**config.mk**
```make
export PLATFORM = sky130hd
export DESIGN_NAME = salru_row_mem
export DESIGN_NICKNAME = d
export VERILOG_FILES = /design/src/rtl/salru_row_mem.sv
export SDC_FILE = /design/constraint.sdc
export NUM_CORES = 1
export LEC_CHECK = 0
export ABC_AREA = 1
export BUFFER_PORTS_ARGS = -buffer_cell sky130_fd_sc_hd__buf_2
export CORE_MARGIN = 2
export CORE_UTILIZATION = 60
export CTS_CLUSTER_DIAMETER = 80
export DETAILED_ROUTE_END_ITERATION = 8
export PLACE_DENSITY = 0.73
export SLEW_MARGIN = 25
export SYNTH_ARGS = -nofsm -noshare
export SYNTH_HDL_FRONTEND = slang
export SYNTH_SLANG_ARGS = --single-unit
```
**constraint.sdc**
```tcl
create_clock -name clk -period 4.7 [get_ports clk]
set_input_delay 0 -clock clk [delete_from_list [all_inputs] [get_ports clk]]
set_output_delay 0 -clock clk [all_outputs]
set_load 0.01 [all_outputs]
```
**src/rtl/salru_row_mem.sv**
```systemverilog
// Row memory holding the tag, valid, dirty and age fields of all ways of a set.
// One write port, one read port, read data registered. No dependencies.
module salru_row_mem #(
    parameter int DEPTH  = 64,
    parameter int AW     = 6,
    parameter int DATA_W = 8
) (
    input  logic              clk,
    input  logic              we,
    input  logic [AW-1:0]     waddr,
    input  logic [DATA_W-1:0] wdata,
    input  logic              re,
    input  logic [AW-1:0]     raddr,
    output logic [DATA_W-1:0] rdata
);

    logic [DATA_W-1:0] mem [DEPTH];
    logic [DATA_W-1:0] rdata_reg;

    always_ff @(posedge clk)
    begin
        if (we)
        begin
            mem[waddr] <= wdata;
        end
        if (re)
        begin
            rdata_reg <= mem[raddr];
        end
    end

    assign rdata = rdata_reg;

endmodule

```
==> reports/qor.yml <==
floorplanning:
  rows: 69
  start_util_pct: 60.5
  die_height_microns: 193
  fp.dieW_microns: 193
  core_sq_um: 35400
  ioPinCount: 31
  die_area_sq_um: 37200
yosys:
  synthCells: 1805
  avgSynthCellArea_sq_um: 11.9
  syn_nets: 1828
  yosysSeqAreaShare_pct: 72.9
  ys_seq_elements: 520
  syn_area_sq_um: 21400
  ys_types: 15
  ys_warn_count: 0
routing:
  drt-pass1-iter-count: 6
  wl_per_cell_microns: 22.4
  drt-total-wl_microns: 51600
  via_per_inst: 6.06
  drt_iter0_drc: 1688
  drt.antenna.violating_nets: 0
  num_vias: 13966
  drc: 0
placement:
  place_congestion: 0.832
  dp_cells: 2207
  postPlaceCellArea_sq_um: 21600
  numPortBuffers: 30
  hpwlAfterDp_microns: 27800
setup_path:
  crit_path_end_kind: "register"
  start_kind: "input pin"
  r2r_cells: 8
  crit_required_ns: 4.90
  worst_ep_arrival_time_ns: 2.51
  worstPathMaxFanout: 9
  worstSetupPathType: "in2reg"
final_layout:
  layout_commonest_cell: "nand2_1"
  layout_common_cells: "nand2_1 (648), edfxtp_1 (520), nand3_1 (439)"
  drive_above_1_share_pct: 7.32
  finish.instance_area_sq_um: 23300
  final_cells: 2306
  fillerInstances: 2540
  areaGrowthSynthToFinish_pct: 8.84
  antennaDiodeCount: 0
  fin_nets: 1826
  largest_register_ffs: 512
power:
  clkPwrFrac_pct: 42.3
  p_per_area_nw_per_um2: 426
  p_int_uw: 7770
  pwr-share-seq_pct: 51.9
  peakVddDrop_mv: 0.262
  switching_share_pct: 21.8
  p_leak_uw: 0.00838
  power.switching_uw: 2160
  combPwrFrac_pct: 5.8
global_routing:
  grt_use_total_pct: 28.1
  grt_pass1_wl_microns: 77800
  antenna_found_initial: 0
  grt-ovfl-total: 0
  grt_max_degree: 164
  grt_pass1_vias: 13093
clock_tree:
  cts_buffers: 51
  clkTransAtPathRegs_ns: 0.06
  insertion_delay_ns: 0.57
  cts_tree: "built"
  cts_max_path_buffers: 3
  cts.sinks: 520
  post_cts_buffers: 0
  cts_resized: 0
  root_buffer: "clkbuf_16"
  h-tree-depth: 2
run:
  max-cap-violations: 0
timing:
  max_freq_mhz: 434
  final.min_clock_period_ns: 2.31
  fin_skew_ns: 0.0116
  rsz0062_at_grt: "false"
  fin_crit_sh_pct: 49.1
  tightest_slew_ns: 1.04
  final_hold_viol_count: 0
  slew_headroom_pct: 30.5
  setup_viol: 0
  drv_slew: 0
  finalSetupTns_ns: 0
run_status:
  status: "completed"
worst_hold_path:
  worstHoldPathType: "in2reg"
  hold_path_depth: 3
[metal layers]
layer	up-vias	track usage (%)	part of all wire, %
met1	6766	41.0	40
met3	126	4.00	8.7
met4	0	9.88	3.3
met5	-	0	0
li1	6352	-	-
met2	722	44.1	47
[final cells by class]
cell class / instances / area [sq um] / area share, %
repair buffers: 58 / 404 / 1.73
flip-flops and latches: 520 / 15600 / 67.0
inverters: 12 / 52.6 / 0.225
clock inverters: 35 / 367 / 1.57
clock buffers: 60 / 1350 / 5.80
multi-input cells: 1160 / 4950 / 21.2
well taps: 461 / 577 / 2.47
[timing repair]
item / in CTS / in global routing
hold buffers: 4 / 0
setup endpoints to repair: 0 / 0
endpoints found under the hold margin: 19 / 0
[worst paths after layout]
path / endpoint / from / slack [ns]
max reg2reg: rdata[7]$_DFFE_PP_ / mem[54][7]$_DFFE_PP_ / 3.15
max: mem[9][2]$_DFFE_PP_ / waddr[2] / 2.39
min reg2reg: rdata[5]$_DFFE_PP_ / mem[59][5]$_DFFE_PP_ / 0.92
min: mem[54][5]$_DFFE_PP_ / waddr[0] / 0.03
[power by group through the flow]
stage / Clock, uW / Sequential (uW) / Combinational, uW
3_5_place_dp: 0 / 5260 / 559
5_1_grt: 4410 / 5160 / 625
2_1_floorplan: 0 / 5250 / 361
6_report: 4200 / 5160 / 573
4_1_cts: 4210 / 5160 / 568
3_3_place_gp: 0 / 5260 / 551
[cell usage after synthesis]
library cell | n | area (sq um)
inv_1 | 10 | 37.5
nand3_1 | 439 | 2200
nor2_1 | 56 | 210
inv_6 | 1 | 8.76
clkbuf_1 | 15 | 56.3
nand4_1 | 9 | 56.3
edfxtp_1 | 520 | 15600
buf_2 | 37 | 185
buf_1 | 10 | 37.5
buf_8 | 2 | 30.0
buf_4 | 14 | 105
nand2_1 | 648 | 2430
buf_6 | 35 | 394
nor4_1 | 8 | 50.1
inv_2 | 1 | 3.75
[critical path: stages]
cell	delay [ns]
dlygate4sd3_1	0.53
buf_2	0.17
inv_1	0.19
nand4_1	0.69
nor2_1	0.91
[through the flow]
| stage | setup slack (ns) | power (uW) | util [%] | hold WS (ns) |
|---|---|---|---|---|
| detailed placement | 2.04 | 5820 | 60.9 | 0.394 |
| CTS | 2.44 | 9940 | 65.9 | 0.00843 |
| global route | 2.37 | 10200 | 65.9 | 0.0395 |
| floorplan | 2.93 | 5610 | - | 0.0989 |
| global placement | 2.05 | 5810 | 60.9 | 0.390 |
| finish | 2.39 | 9930 | 65.9 | 0.0287 |
[logic make-up after synthesis]
kind of cell,after synthesis,share of synthesized area [%]
buffers and inverters,125,4.01
DFF,520,72.9
and+or+nand+nor,1160,23.1
(Power assumes the default switching activity.)
